## src/design/gpum_pkg.sv

```systemverilog
`default_nettype none

package gpum_pkg;

    localparam int MV_W   = 18;
    localparam int REF_W  = 5;
    localparam int DIR_W  = 2;
    localparam int QIDX_W = 3;
    localparam int REG_W  = 2;
    localparam int SEEN_W = 3;
    localparam int CFG_W  = 3;

    localparam int S_TDATA_W = 96;
    localparam int S_TUSER_W = 2;
    localparam int M_TDATA_W = 88;

    typedef logic signed [MV_W-1:0]  t_mv;
    typedef logic signed [REF_W-1:0] t_ref;
    typedef logic [DIR_W-1:0]        t_dir;

    localparam t_dir DIR_NONE = 2'd0;
    localparam t_dir DIR_L0   = 2'd1;
    localparam t_dir DIR_L1   = 2'd2;
    localparam t_dir DIR_BI   = 2'd3;

    localparam t_ref REF_NONE = '1;

    localparam logic REQ_LOAD  = 1'b0;
    localparam logic REQ_QUERY = 1'b1;

    localparam logic [REG_W-1:0] REGION_FIRST  = 2'd0;
    localparam logic [REG_W-1:0] REGION_SECOND = 2'd1;
    localparam logic [REG_W-1:0] REGION_EDGE   = 2'd2;

    localparam logic [SEEN_W-1:0] SEEN_MAX        = 3'd7;
    localparam logic [CFG_W-1:0]  MAX_CANDS_RESET = 3'd6;

    // input tdata layout, lowest field last
    typedef struct packed {
        logic [3:0]        pad;
        logic [REG_W-1:0]  region_kind;
        logic [QIDX_W-1:0] part_b_index;
        logic [QIDX_W-1:0] part_a_index;
        t_ref              ref_l1;
        t_mv               mv_l1_y;
        t_mv               mv_l1_x;
        t_ref              ref_l0;
        t_mv               mv_l0_y;
        t_mv               mv_l0_x;
        t_dir              dir_in;
    } t_s_data;

    typedef struct packed {
        logic first_of_list;
        logic req_type;
    } t_s_user;

    // one uni-prediction list entry: a single list's motion
    typedef struct packed {
        logic use_l1;
        t_ref ref_idx;
        t_mv  mv_y;
        t_mv  mv_x;
    } t_entry;

    localparam int ENTRY_W = $bits(t_entry);

    typedef struct packed {
        t_mv  mv1y;
        t_mv  mv1x;
        t_mv  mv0y;
        t_mv  mv0x;
        t_ref ref1;
        t_ref ref0;
        t_dir dir;
    } t_motion;

    localparam int MOTION_W = $bits(t_motion);
    localparam int M_PAD_W  = M_TDATA_W - MOTION_W;

endpackage

`default_nettype wire

```

## src/design/gpum_ram.sv

```systemverilog
`default_nettype none

module gpum_ram #(
    parameter int WIDTH = 42,
    parameter int DEPTH = 6
) (
    input  wire logic                     i_clk,
    input  wire logic                     i_we,
    input  wire logic [$clog2(DEPTH)-1:0] i_waddr,
    input  wire logic [WIDTH-1:0]         i_wdata,
    input  wire logic                     i_re,
    input  wire logic [$clog2(DEPTH)-1:0] i_raddr,
    output logic      [WIDTH-1:0]         o_rdata
);

    logic [WIDTH-1:0] r_mem [DEPTH];
    logic [WIDTH-1:0] r_rdata;

    always_ff @(posedge i_clk) begin
        if (i_we) begin
            r_mem[i_waddr] <= i_wdata;
        end
        if (i_re) begin
            r_rdata <= r_mem[i_raddr];
        end
    end

    assign o_rdata = r_rdata;

endmodule

`default_nettype wire

```

## src/design/gpum_select.sv

```systemverilog
`default_nettype none

module gpum_select (
    input  wire logic                          i_ok_a,
    input  wire gpum_pkg::t_entry              i_ent_a,
    input  wire logic                          i_ok_b,
    input  wire gpum_pkg::t_entry              i_ent_b,
    input  wire logic [gpum_pkg::REG_W-1:0]    i_region,
    output gpum_pkg::t_motion                  o_motion
);

    import gpum_pkg::*;

    t_motion ma;
    t_motion mb;
    t_motion mc;

    // expand a stored entry; entries past the fill count read as empty
    always_comb begin
        ma = '{dir: DIR_NONE, ref0: REF_NONE, ref1: REF_NONE,
               mv0x: '0, mv0y: '0, mv1x: '0, mv1y: '0};
        mb = ma;
        if (i_ok_a) begin
            if (i_ent_a.use_l1) begin
                ma.dir  = DIR_L1;
                ma.ref1 = i_ent_a.ref_idx;
                ma.mv1x = i_ent_a.mv_x;
                ma.mv1y = i_ent_a.mv_y;
            end else begin
                ma.dir  = DIR_L0;
                ma.ref0 = i_ent_a.ref_idx;
                ma.mv0x = i_ent_a.mv_x;
                ma.mv0y = i_ent_a.mv_y;
            end
        end
        if (i_ok_b) begin
            if (i_ent_b.use_l1) begin
                mb.dir  = DIR_L1;
                mb.ref1 = i_ent_b.ref_idx;
                mb.mv1x = i_ent_b.mv_x;
                mb.mv1y = i_ent_b.mv_y;
            end else begin
                mb.dir  = DIR_L0;
                mb.ref0 = i_ent_b.ref_idx;
                mb.mv0x = i_ent_b.mv_x;
                mb.mv0y = i_ent_b.mv_y;
            end
        end
    end

    // blended edge motion
    always_comb begin
        mc = '{dir: DIR_NONE, ref0: REF_NONE, ref1: REF_NONE,
               mv0x: '0, mv0y: '0, mv1x: '0, mv1y: '0};
        if (ma.dir == DIR_L0 && mb.dir == DIR_L1) begin
            mc.dir  = DIR_BI;
            mc.ref0 = ma.ref0;
            mc.mv0x = ma.mv0x;
            mc.mv0y = ma.mv0y;
            mc.ref1 = mb.ref1;
            mc.mv1x = mb.mv1x;
            mc.mv1y = mb.mv1y;
        end else if (ma.dir == DIR_L1 && mb.dir == DIR_L0) begin
            mc.dir  = DIR_BI;
            mc.ref0 = mb.ref0;
            mc.mv0x = mb.mv0x;
            mc.mv0y = mb.mv0y;
            mc.ref1 = ma.ref1;
            mc.mv1x = ma.mv1x;
            mc.mv1y = ma.mv1y;
        end else if (ma.dir == DIR_L0 && mb.dir == DIR_L0) begin
            mc.dir  = DIR_L0;
            mc.ref0 = mb.ref0;
            mc.mv0x = mb.mv0x;
            mc.mv0y = mb.mv0y;
        end else if (ma.dir == DIR_L1 && mb.dir == DIR_L1) begin
            mc.dir  = DIR_L1;
            mc.ref1 = mb.ref1;
            mc.mv1x = mb.mv1x;
            mc.mv1y = mb.mv1y;
        end
    end

    always_comb begin
        case (i_region)
            REGION_FIRST: o_motion = ma;
            REGION_EDGE:  o_motion = mc;
            default:      o_motion = mb;
        endcase
    end

endmodule

`default_nettype wire

```

## src/design/geo_partition_uni_merge_and_motion_store.sv

```systemverilog
// Channel    Dir  Signals                               Carries
// s_axis     in   tvalid/tready/tdata[95:0]/tuser[1:0]  load candidate or motion query
// m_axis     out  tvalid/tready/tdata[87:0]             motion for one query
// cfg        in   i_cfg_we/i_cfg_wdata[2:0]             max_regular_cands
//
// One transfer per cycle unless a query stalls on the output. A query is held in the input
// register, then its result in the result register. Loads give no result.
// Query reads use two copies of the list memory, addressed at input transfer time.
// Reset (synchronous, i_rst_n low) empties the list through its fill count; no clearing pass.
// A query waiting on a full result register stalls the input; loads never wait on the output.
`default_nettype none

module geo_partition_uni_merge_and_motion_store #(
    parameter int UNI_LIST_DEPTH = 6
) (
    input  wire logic                           i_clk,
    input  wire logic                           i_rst_n,
    input  wire logic                           i_cfg_we,
    input  wire logic [gpum_pkg::CFG_W-1:0]     i_cfg_wdata,
    input  wire logic                           s_axis_tvalid,
    output logic                                s_axis_tready,
    // dir_in, mv_l0_x, mv_l0_y, ref_l0, mv_l1_x, mv_l1_y, ref_l1,
    // part_a_index, part_b_index, region_kind, zero pad
    input  wire logic [gpum_pkg::S_TDATA_W-1:0] s_axis_tdata,
    // req_type, first_of_list
    input  wire logic [gpum_pkg::S_TUSER_W-1:0] s_axis_tuser,
    output logic                                m_axis_tvalid,
    input  wire logic                           m_axis_tready,
    // out_dir, out_ref_l0, out_ref_l1, out_mv_l0_x, out_mv_l0_y,
    // out_mv_l1_x, out_mv_l1_y, zero pad
    output logic [gpum_pkg::M_TDATA_W-1:0]      m_axis_tdata
);

    import gpum_pkg::*;

    localparam int IDX_W = $clog2(UNI_LIST_DEPTH);
    localparam int CNT_W = $clog2(UNI_LIST_DEPTH + 1);
    localparam int CMP_W = (CNT_W > QIDX_W) ? CNT_W : QIDX_W;

    logic [CFG_W-1:0]  r_max_cands;
    logic [SEEN_W-1:0] r_seen;
    logic [CNT_W-1:0]  r_count;

    logic    r_in_valid;
    t_s_data r_in_data;
    t_s_user r_in_user;
    t_s_data in_data;

    logic r_byp_hit_a;
    logic r_byp_hit_b;
    t_entry r_byp_word;

    logic    r_out_valid;
    t_motion r_out;

    logic is_query;
    logic advance;
    logic in_fire;

    logic [SEEN_W-1:0] eff_seen;
    logic [CNT_W-1:0]  eff_count;
    logic              load_take;
    logic              load_add;
    logic              parity;
    logic              use_l1;
    logic              wr_en;
    logic [IDX_W-1:0]  wr_addr;
    t_entry            wr_entry;
    logic [SEEN_W-1:0] n_seen;
    logic [CNT_W-1:0]  n_count;

    logic [ENTRY_W-1:0] ram_a_q;
    logic [ENTRY_W-1:0] ram_b_q;
    t_entry  ent_a;
    t_entry  ent_b;
    logic    ok_a;
    logic    ok_b;
    t_motion sel_motion;

    assign in_data = t_s_data'(s_axis_tdata);

    assign is_query      = (r_in_user.req_type == REQ_QUERY);
    assign advance       = r_in_valid && (!is_query || !r_out_valid || m_axis_tready);
    assign s_axis_tready = !r_in_valid || advance;
    assign in_fire       = s_axis_tvalid && s_axis_tready;

    // list build for a load in the input register
    always_comb begin
        eff_seen  = r_in_user.first_of_list ? '0 : r_seen;
        eff_count = r_in_user.first_of_list ? '0 : r_count;
        load_take = (eff_seen < r_max_cands) && (eff_count < CNT_W'(UNI_LIST_DEPTH));
        load_add  = load_take && (r_in_data.dir_in != DIR_NONE);
        parity    = eff_seen[0];
        // even positions prefer L0, odd prefer L1; fall back to the other list
        use_l1    = r_in_data.dir_in[parity] ? parity : ~parity;

        wr_en            = advance && !is_query && load_add;
        wr_addr          = eff_count[IDX_W-1:0];
        wr_entry.use_l1  = use_l1;
        wr_entry.ref_idx = use_l1 ? r_in_data.ref_l1 : r_in_data.ref_l0;
        wr_entry.mv_x    = use_l1 ? r_in_data.mv_l1_x : r_in_data.mv_l0_x;
        wr_entry.mv_y    = use_l1 ? r_in_data.mv_l1_y : r_in_data.mv_l0_y;

        n_seen = eff_seen;
        if (load_take) begin
            n_seen = (eff_seen == SEEN_MAX) ? SEEN_MAX : eff_seen + 1'b1;
        end
        n_count = load_add ? eff_count + 1'b1 : eff_count;
    end

    gpum_ram #(
        .WIDTH (ENTRY_W),
        .DEPTH (UNI_LIST_DEPTH)
    ) u_ram_a (
        .i_clk   (i_clk),
        .i_we    (wr_en),
        .i_waddr (wr_addr),
        .i_wdata (wr_entry),
        .i_re    (in_fire),
        .i_raddr (in_data.part_a_index[IDX_W-1:0]),
        .o_rdata (ram_a_q)
    );

    gpum_ram #(
        .WIDTH (ENTRY_W),
        .DEPTH (UNI_LIST_DEPTH)
    ) u_ram_b (
        .i_clk   (i_clk),
        .i_we    (wr_en),
        .i_waddr (wr_addr),
        .i_wdata (wr_entry),
        .i_re    (in_fire),
        .i_raddr (in_data.part_b_index[IDX_W-1:0]),
        .o_rdata (ram_b_q)
    );

    // a load written in the same cycle as the read is forwarded
    assign ent_a = r_byp_hit_a ? r_byp_word : t_entry'(ram_a_q);
    assign ent_b = r_byp_hit_b ? r_byp_word : t_entry'(ram_b_q);
    assign ok_a  = CMP_W'(r_in_data.part_a_index) < CMP_W'(r_count);
    assign ok_b  = CMP_W'(r_in_data.part_b_index) < CMP_W'(r_count);

    gpum_select u_select (
        .i_ok_a   (ok_a),
        .i_ent_a  (ent_a),
        .i_ok_b   (ok_b),
        .i_ent_b  (ent_b),
        .i_region (r_in_data.region_kind),
        .o_motion (sel_motion)
    );

    always_ff @(posedge i_clk) begin
        if (!i_rst_n) begin
            r_max_cands <= MAX_CANDS_RESET;
            r_seen      <= '0;
            r_count     <= '0;
            r_in_valid  <= 1'b0;
            r_byp_hit_a <= 1'b0;
            r_byp_hit_b <= 1'b0;
            r_out_valid <= 1'b0;
        end else begin
            if (i_cfg_we) begin
                r_max_cands <= i_cfg_wdata;
            end
            if (advance && !is_query) begin
                r_seen  <= n_seen;
                r_count <= n_count;
            end
            if (s_axis_tready) begin
                r_in_valid <= s_axis_tvalid;
            end
            if (in_fire) begin
                r_byp_hit_a <= wr_en && (wr_addr == in_data.part_a_index[IDX_W-1:0]);
                r_byp_hit_b <= wr_en && (wr_addr == in_data.part_b_index[IDX_W-1:0]);
            end
            if (advance && is_query) begin
                r_out_valid <= 1'b1;
            end else if (m_axis_tready) begin
                r_out_valid <= 1'b0;
            end
        end
    end

    always_ff @(posedge i_clk) begin
        if (in_fire) begin
            r_in_data  <= in_data;
            r_in_user  <= t_s_user'(s_axis_tuser);
            r_byp_word <= wr_entry;
        end
        if (advance && is_query) begin
            r_out <= sel_motion;
        end
    end

    assign m_axis_tvalid = r_out_valid;
    assign m_axis_tdata  = {{M_PAD_W{1'b0}}, r_out};

endmodule

`default_nettype wire

```

## config.mk

```make
export PLATFORM = sky130hd
export DESIGN_NAME = geo_partition_uni_merge_and_motion_store
export DESIGN_NICKNAME = d
export VERILOG_FILES = /design/src/design/gpum_pkg.sv /design/src/design/gpum_ram.sv /design/src/design/gpum_select.sv /design/src/design/geo_partition_uni_merge_and_motion_store.sv
export SDC_FILE = /design/constraint.sdc
export NUM_CORES = 1
export LEC_CHECK = 0
export BUFFER_PORTS_ARGS = -buffer_cell sky130_fd_sc_hd__clkbuf_2
export CORE_UTILIZATION = 55
export CTS_CLUSTER_SIZE = 30
export DETAILED_ROUTE_END_ITERATION = 6
export PLACE_DENSITY_LB_ADDON = 0.3
export SLEW_MARGIN = 0
export SYNTH_ARGS = -nofsm -noshare
export SYNTH_HDL_FRONTEND = slang
export SYNTH_SLANG_ARGS = --single-unit
```

## constraint.sdc

```tcl
create_clock -name i_clk -period 7.76 [get_ports i_clk]
set_clock_uncertainty 0.1 [all_clocks]
set_input_delay 0.388 -clock i_clk [delete_from_list [all_inputs] [get_ports i_clk]]
set_output_delay 0.388 -clock i_clk [all_outputs]
set_load 0.01 [all_outputs]
```

## After elaboration in Yosys (flattened, before gate mapping)

Memory sizes are Yosys's and may differ from the RTL's. A register that Yosys moved wholly into a read port is not among the register bits.
Index checks and enable logic that the tools add are counted.

- Bits in read-only memories: 0
- Input port bits: 106
- Flip-flop bits (word level): 233
- Memories: 2
- RAM bits: 504
- Bits in latches: 0
- Logic and storage cells: 110

Memory list:

| name | depth | bits a word | read ports | clocked after Yosys merged registers in | write ports | line | source |
|---|---|---|---|---|---|---|---|
| u_ram_a.r_mem | 6 | 42 | 1 | 1 | 1 | gpum_ram.sv:16 | `logic [WIDTH-1:0] r_mem [DEPTH];` |
| u_ram_b.r_mem | 6 | 42 | 1 | 1 | 1 | gpum_ram.sv:16 |  |

- Equality and inequality tests: 8
- Muxes and demuxes: 40
- $add $sub $neg: 2
- Magnitude comparators: 5
- Div/mod/pow operators: 0
- Multiply operators: 0
- Shift-type cells: 0
- Reductions and logical operators: 22
- Bitwise gates (word level): 1

Operator list:

| kind | count |
|---|---|
| $mux 84 | 4 |
| $mux 36 | 7 |
| $pmux 84 s2 | 1 |
| $mux 42 | 2 |
| $mux 5 | 8 |
| $mux 18 | 2 |
| $mux 3 | 5 |
| $logic_and 1x1->1 | 13 |
| $lt 3x3->1 | 3 |
| $mux 2 | 4 |
| $mux 1 | 7 |
| $add 3x1->3 const B | 2 |
| $eq 2x2->1 const B | 3 |
| $eq 3x3->1 | 2 |
| $eq 2x1->1 const B | 2 |
| $reduce_bool 2->1 | 2 |
| $eq 3x3->1 const B | 1 |
| $logic_not 1->1 | 3 |
| $logic_or 1x1->1 | 3 |
| $lt 3x3->1 const B | 1 |
| $logic_not 2->1 | 1 |
| $lt 1x2->1 const B | 1 |
| $not 1->1 | 1 |

## Logic depth before layout (Yosys ltp)

- Depth in word-level cells: 10
- Gate-level depth with buffers: 10

## By module

A second synthesis with hierarchy kept.

- Cells, all modules: 1717
- Area total of the unflattened synthesis: 32627.5 µm²

By module, submodules not included:

| module | cells each | area each (µm²) | instances |
|---|---|---|---|
| gpum_ram | 544 | 11151.9 | 2 |
| geo_partition_uni_merge_and_motion_store | 479 | 9106.2 | 1 |
| gpum_select | 150 | 1217.4 | 1 |

## Worst setup path after synthesis

No wires, ideal clock.

- Path kind: register -> register
- From: reg r_in_user[1] in the netlist's numbering
- To: mem u_ram_b.r_mem[2][0], enable pin
- Arrival: 6.033 ns
- Cell stages (with the launch flop): 8
- Path slack: 1.066 ns
- Clock period less this slack: 6.694 ns
- Cell sequence: edfxtp_1 clkbuf_1 nor2b_1 ha_1 a21boi_0 o21ai_2 nand3_2 nor4b_1

- Cells in the longest elaborated chain, start to end: 7
- Elaborated cells on any way between the ends: 9

RTL lines:

| what | line | source |
|---|---|---|
| from (decl) | geo_partition_uni_merge_and_motion_store.sv:46 | `t_s_user r_in_user;` |
| from (signal assigned) | geo_partition_uni_merge_and_motion_store.sv:187 | `r_in_user <= t_s_user'(s_axis_tuser);` |
| $mux 3, on equally long branches | geo_partition_uni_merge_and_motion_store.sv:89, geo_partition_uni_merge_and_motion_store.sv:90 |  |
| $lt 3x3->1 | geo_partition_uni_merge_and_motion_store.sv:91 | `load_take = (eff_seen < r_max_cands) && (eff_count < CNT_W'(UNI_LIST_DEPTH));` |
| $logic_and 1x1->1 | geo_partition_uni_merge_and_motion_store.sv:91 |  |
| $logic_and 1x1->1 | geo_partition_uni_merge_and_motion_store.sv:92 | `load_add = load_take && (r_in_data.dir_in != DIR_NONE);` |
| $logic_and 1x1->1 | geo_partition_uni_merge_and_motion_store.sv:97 | `wr_en = advance && !is_query && load_add;` |
| $mux 1 | gpum_ram.sv:20 | `if (i_we) begin` |
| $mux 1 (implied by the code) | gpum_ram.sv:21 | `r_mem[i_waddr] <= i_wdata;` |
| to (decl) | gpum_ram.sv:16 |  |

Several ways; a longest one is shown, not always the timed one.

## Final worst setup path

- From: reg r_in_user[1] in the netlist's numbering
- To: mem u_ram_b.r_mem[2][17], enable pin

Same word-level chain as after synthesis.

==> impl_metrics.py <==
metrics = {
    "timing": {
        "fin_ws_ps": 4351,
        "slew_viol_final": 0,
        "hold_viol": 0,
        "period_share_pct": 43.94,
        "relSlewSlack_pct": 27.17,
        "min_period_ps": 3409,
        "holdWs_ps": 114.8,
        "rsz0062_at_grt": "no",
        "fin_tns_setup_ps": 0,
        "worst_pin_slew_ps": 1092,
        "finalSetupViolations": 0,
        "max_freq_ghz": 0.2933,
    },
    "cts": {
        "postCtsSetupBuffers": 0,
        "numCtsBuffers": 58,
        "clkLatencyLatePin_ps": 630,
        "htree_levels": 2,
        "path_clk_slew_ps": 60,
        "clock_sinks": 569,
        "root_buffer": "clkbuf_16",
        "cts_tree": "done",
        "cts_buffer_depth": 3,
    },
    "pwr": {
        "power_w": 0.006845,
        "power_leakage_nw": 9.596,
        "ir_drop_mv": 0.1938,
        "power_density_mw_per_mm2": 242.5,
    },
    "critical_path": {
        "critPathRequiredTime_ps": 7900,
        "r2r_start": "r_in_user[1]",
        "reg2reg_depth": 7,
        "rrSetupSlack_ps": 4350,
        "endpoint_kind": "flop",
        "critical_path_arrival_ps": 3550,
        "setup.worst_path.start_class": "flop",
        "worst-path-max-fanout": 42,
        "r2r-end": "u_ram_b.r_mem[2][17]",
        "critPathKind": "flop to flop",
        "startpoint": "r_in_user[1]",
    },
    "yosys": {
        "synth_area_leaders": "edfxtp_1, mux4_2, mux2i_1",
        "synth_top_area_share_pct": 70.03,
        "ys.flop_type": "edfxtp_1",
        "ys_ff_latch": 569,
        "avgSynthCellArea_um2": 17.35,
        "syn-cell-area_mm2": 0.02384,
        "synth-async-reset-ratio_pct": 0,
        "yosysWarningCount": 0,
        "synth-edff-count": 556,
        "syn_inst": 1374,
        "synth_cell_types": 60,
        "ys_seq_area_share_pct": 71.12,
        "synth_top_area_cell": "edfxtp_1",
    },
    "finish": {
        "antenna_cells": 0,
        "final_core_util_pct": 66.70,
        "fin_nets": 1762,
        "area_growth_pct": 18.40,
        "layout-drive-gt1-share_pct": 26.45,
    },
    "drt": {
        "dr.pass1.iters": 6,
        "drtAntennaViolNets": 0,
        "wl_per_cell_um": 22.67,
        "dr.first_iter.drc_count": 1032,
        "via_per_inst": 5.928,
        "dr_total_vias": 13440,
        "routed_wl_mm": 51.40,
        "drc": 0,
    },
    "outcome": {
        "status": "finished, final reports clean",
    },
    "placed_design": {
        "place_hpwl_mm": 27.18,
        "dp_slack_ps": 4356,
        "port_buffers": 187,
        "globalplace.congestion": 0.8567,
    },
    "die": {
        "num_io_pins": 196,
        "start_util_pct": 56.33,
        "placementRows": 75,
        "die_w_um": 210.2,
        "die_h_um": 210.2,
        "core_area_mm2": 0.04232,
        "dieArea_mm2": 0.04418,
    },
    "hold_path": {
        "min_from": "m_axis_tready",
        "hold_path_end": "r_in_valid",
        "hold_path.class": "input pin to flop",
        "holdPathStages": 4,
    },
    "global_route": {
        "grt_pass1_wl_mm": 79.01,
        "grt_remaining_overflow": 0,
        "grt_max_degree": 139,
        "grt_pass1_vias": 13930,
        "antenna_found_initial": 0,
        "grtUsageTotal_pct": 23.84,
    },
    "flow_run": {
        "maxCapViolations": 0,
    },
}
[cells by family (layout without fill, tap and decap cells)]
logic type / after synthesis / count (layout) / share of synthesized area [%]
buffers and inverters: 102 / 415 / 2.031
adders and majority gates: 8 / 8 / 0.4199
xor gates and xnor gates: 4 / 4 / 0.1469
muxes: 294 / 294 / 17.01
AOI/OAI and AO/OA: 223 / 223 / 6.009
other: 1 / 4 / 0.01573
and+or+nand+nor: 173 / 173 / 3.249
DFF: 569 / 569 / 71.12
[cell type report]
class | count | area [um^2]
clock buffer | 69 | 1493
clock inverter | 33 | 454.2
inverter | 13 | 56.30
fill | 2808 | 14090
timing repair buffer | 300 | 2044
tap | 577 | 721.9
sequential | 569 | 16960
multi-input combinational | 706 | 6495
[cell usage after synthesis (all sizes together) (2+ instances only)]
cell / number
clkbuf: 36
a31oi: 5
inv: 13
mux2i: 167
dfxtp: 13
edfxtp: 556
a21o: 4
a21oi: 98
o32a: 2
mux4: 84
nor4b: 2
nor3b: 2
a311oi: 3
o21ai: 12
xnor2: 4
nor3: 7
nand2b: 7
o41ai: 2
buf: 53
mux2: 43
o211ai: 6
nand4: 3
ha: 8
nand3: 13
nor2b: 12
o31a: 2
nor2: 96
a21boi: 4
o22ai: 72
and2: 2
a22oi: 2
nand2: 26
[per-stage QoR]
| step | instance area, um^2 | std cells |
|---|---|---|
| floorplan | 23850 | 1377 |
| global placement | 25310 | 2068 |
| detailed placement | 25310 | 2068 |
| CTS | 28230 | 2267 |
| global route | 28230 | 2267 |
| finish | 28230 | 2267 |
[repair_timing]
item,CTS,global route
resized for setup,0,0
hold buffers,97,0
setup endpoints to repair,0,0
hold endpoints to repair,94,0
[where the power goes]
part           switching [W]  internal, W
logic               0.000263     0.000190
registers          0.0000401      0.00351
clock network        0.00116      0.00168
total                0.00147      0.00538
[critical path: stages, from the launching register on]
cell and delay [ps]:
edfxtp_1 580, nor2b_1 300, ha_1 270, a21boi_0 140, o21ai_2 340, nand3_2 290
nor4b_2 340, buf_4 640
[flip-flops by register name, summed over array words and instances, names as in the netlist, 42 cells and up]
name and count:
u_ram_b.r_mem 210, u_ram_a.o_rdata 42, u_ram_b.o_rdata 42, m_axis_tdata 84, r_byp_word 42, r_in_data 92
u_ram_a.r_mem 42
[worst max-delay path by stage]
stage                                 endpoint  slack, ps  cells after the start
final                     u_ram_b.r_mem[2][17]       4350                      7
after global routing      u_ram_b.r_mem[2][17]       4160                      7
after CTS                 u_ram_b.r_mem[2][17]       4340                      7
after detailed placement   u_ram_b.r_mem[2][8]       4360                      7
after global placement         m_axis_tdata[7]       4400                      6
after floorplan            u_ram_b.r_mem[2][0]       1070                      7
[layout by cell type (no fill, tap or decap), drive strengths merged, types with 4 or more instances in the layout]
cell	Yosys	final
a21boi	4	4
a21o	4	4
a21oi	98	98
a31oi	5	5
buf	53	22
bufinv	0	9
clkbuf	36	250
clkinv	0	20
conb	1	4
dfxtp	13	13
dlygate4sd3	0	97
edfxtp	556	556
ha	8	8
inv	13	15
mux2	43	43
mux2i	167	167
mux4	84	84
nand2	26	26
nand2b	7	7
nand3	13	13
nor2	96	96
nor2b	12	12
nor3	7	7
o211ai	6	6
o21ai	12	12
o22ai	72	72
xnor2	4	4
[layer usage]
layer | wire [um] | GRT usage (%) | vias up | share of wire (%)
met3 | 3053 | 3.084 | 80 | 5.9
met2 | 25970 | 40.60 | 475 | 51
li1 | - | - | 6063 | -
met4 | 1180 | 7.828 | 0 | 2.3
met1 | 21190 | 32.03 | 6821 | 41
met5 | 0 | 0 | - | 0
No activity file was read; power rests on OpenSTA's default activity.
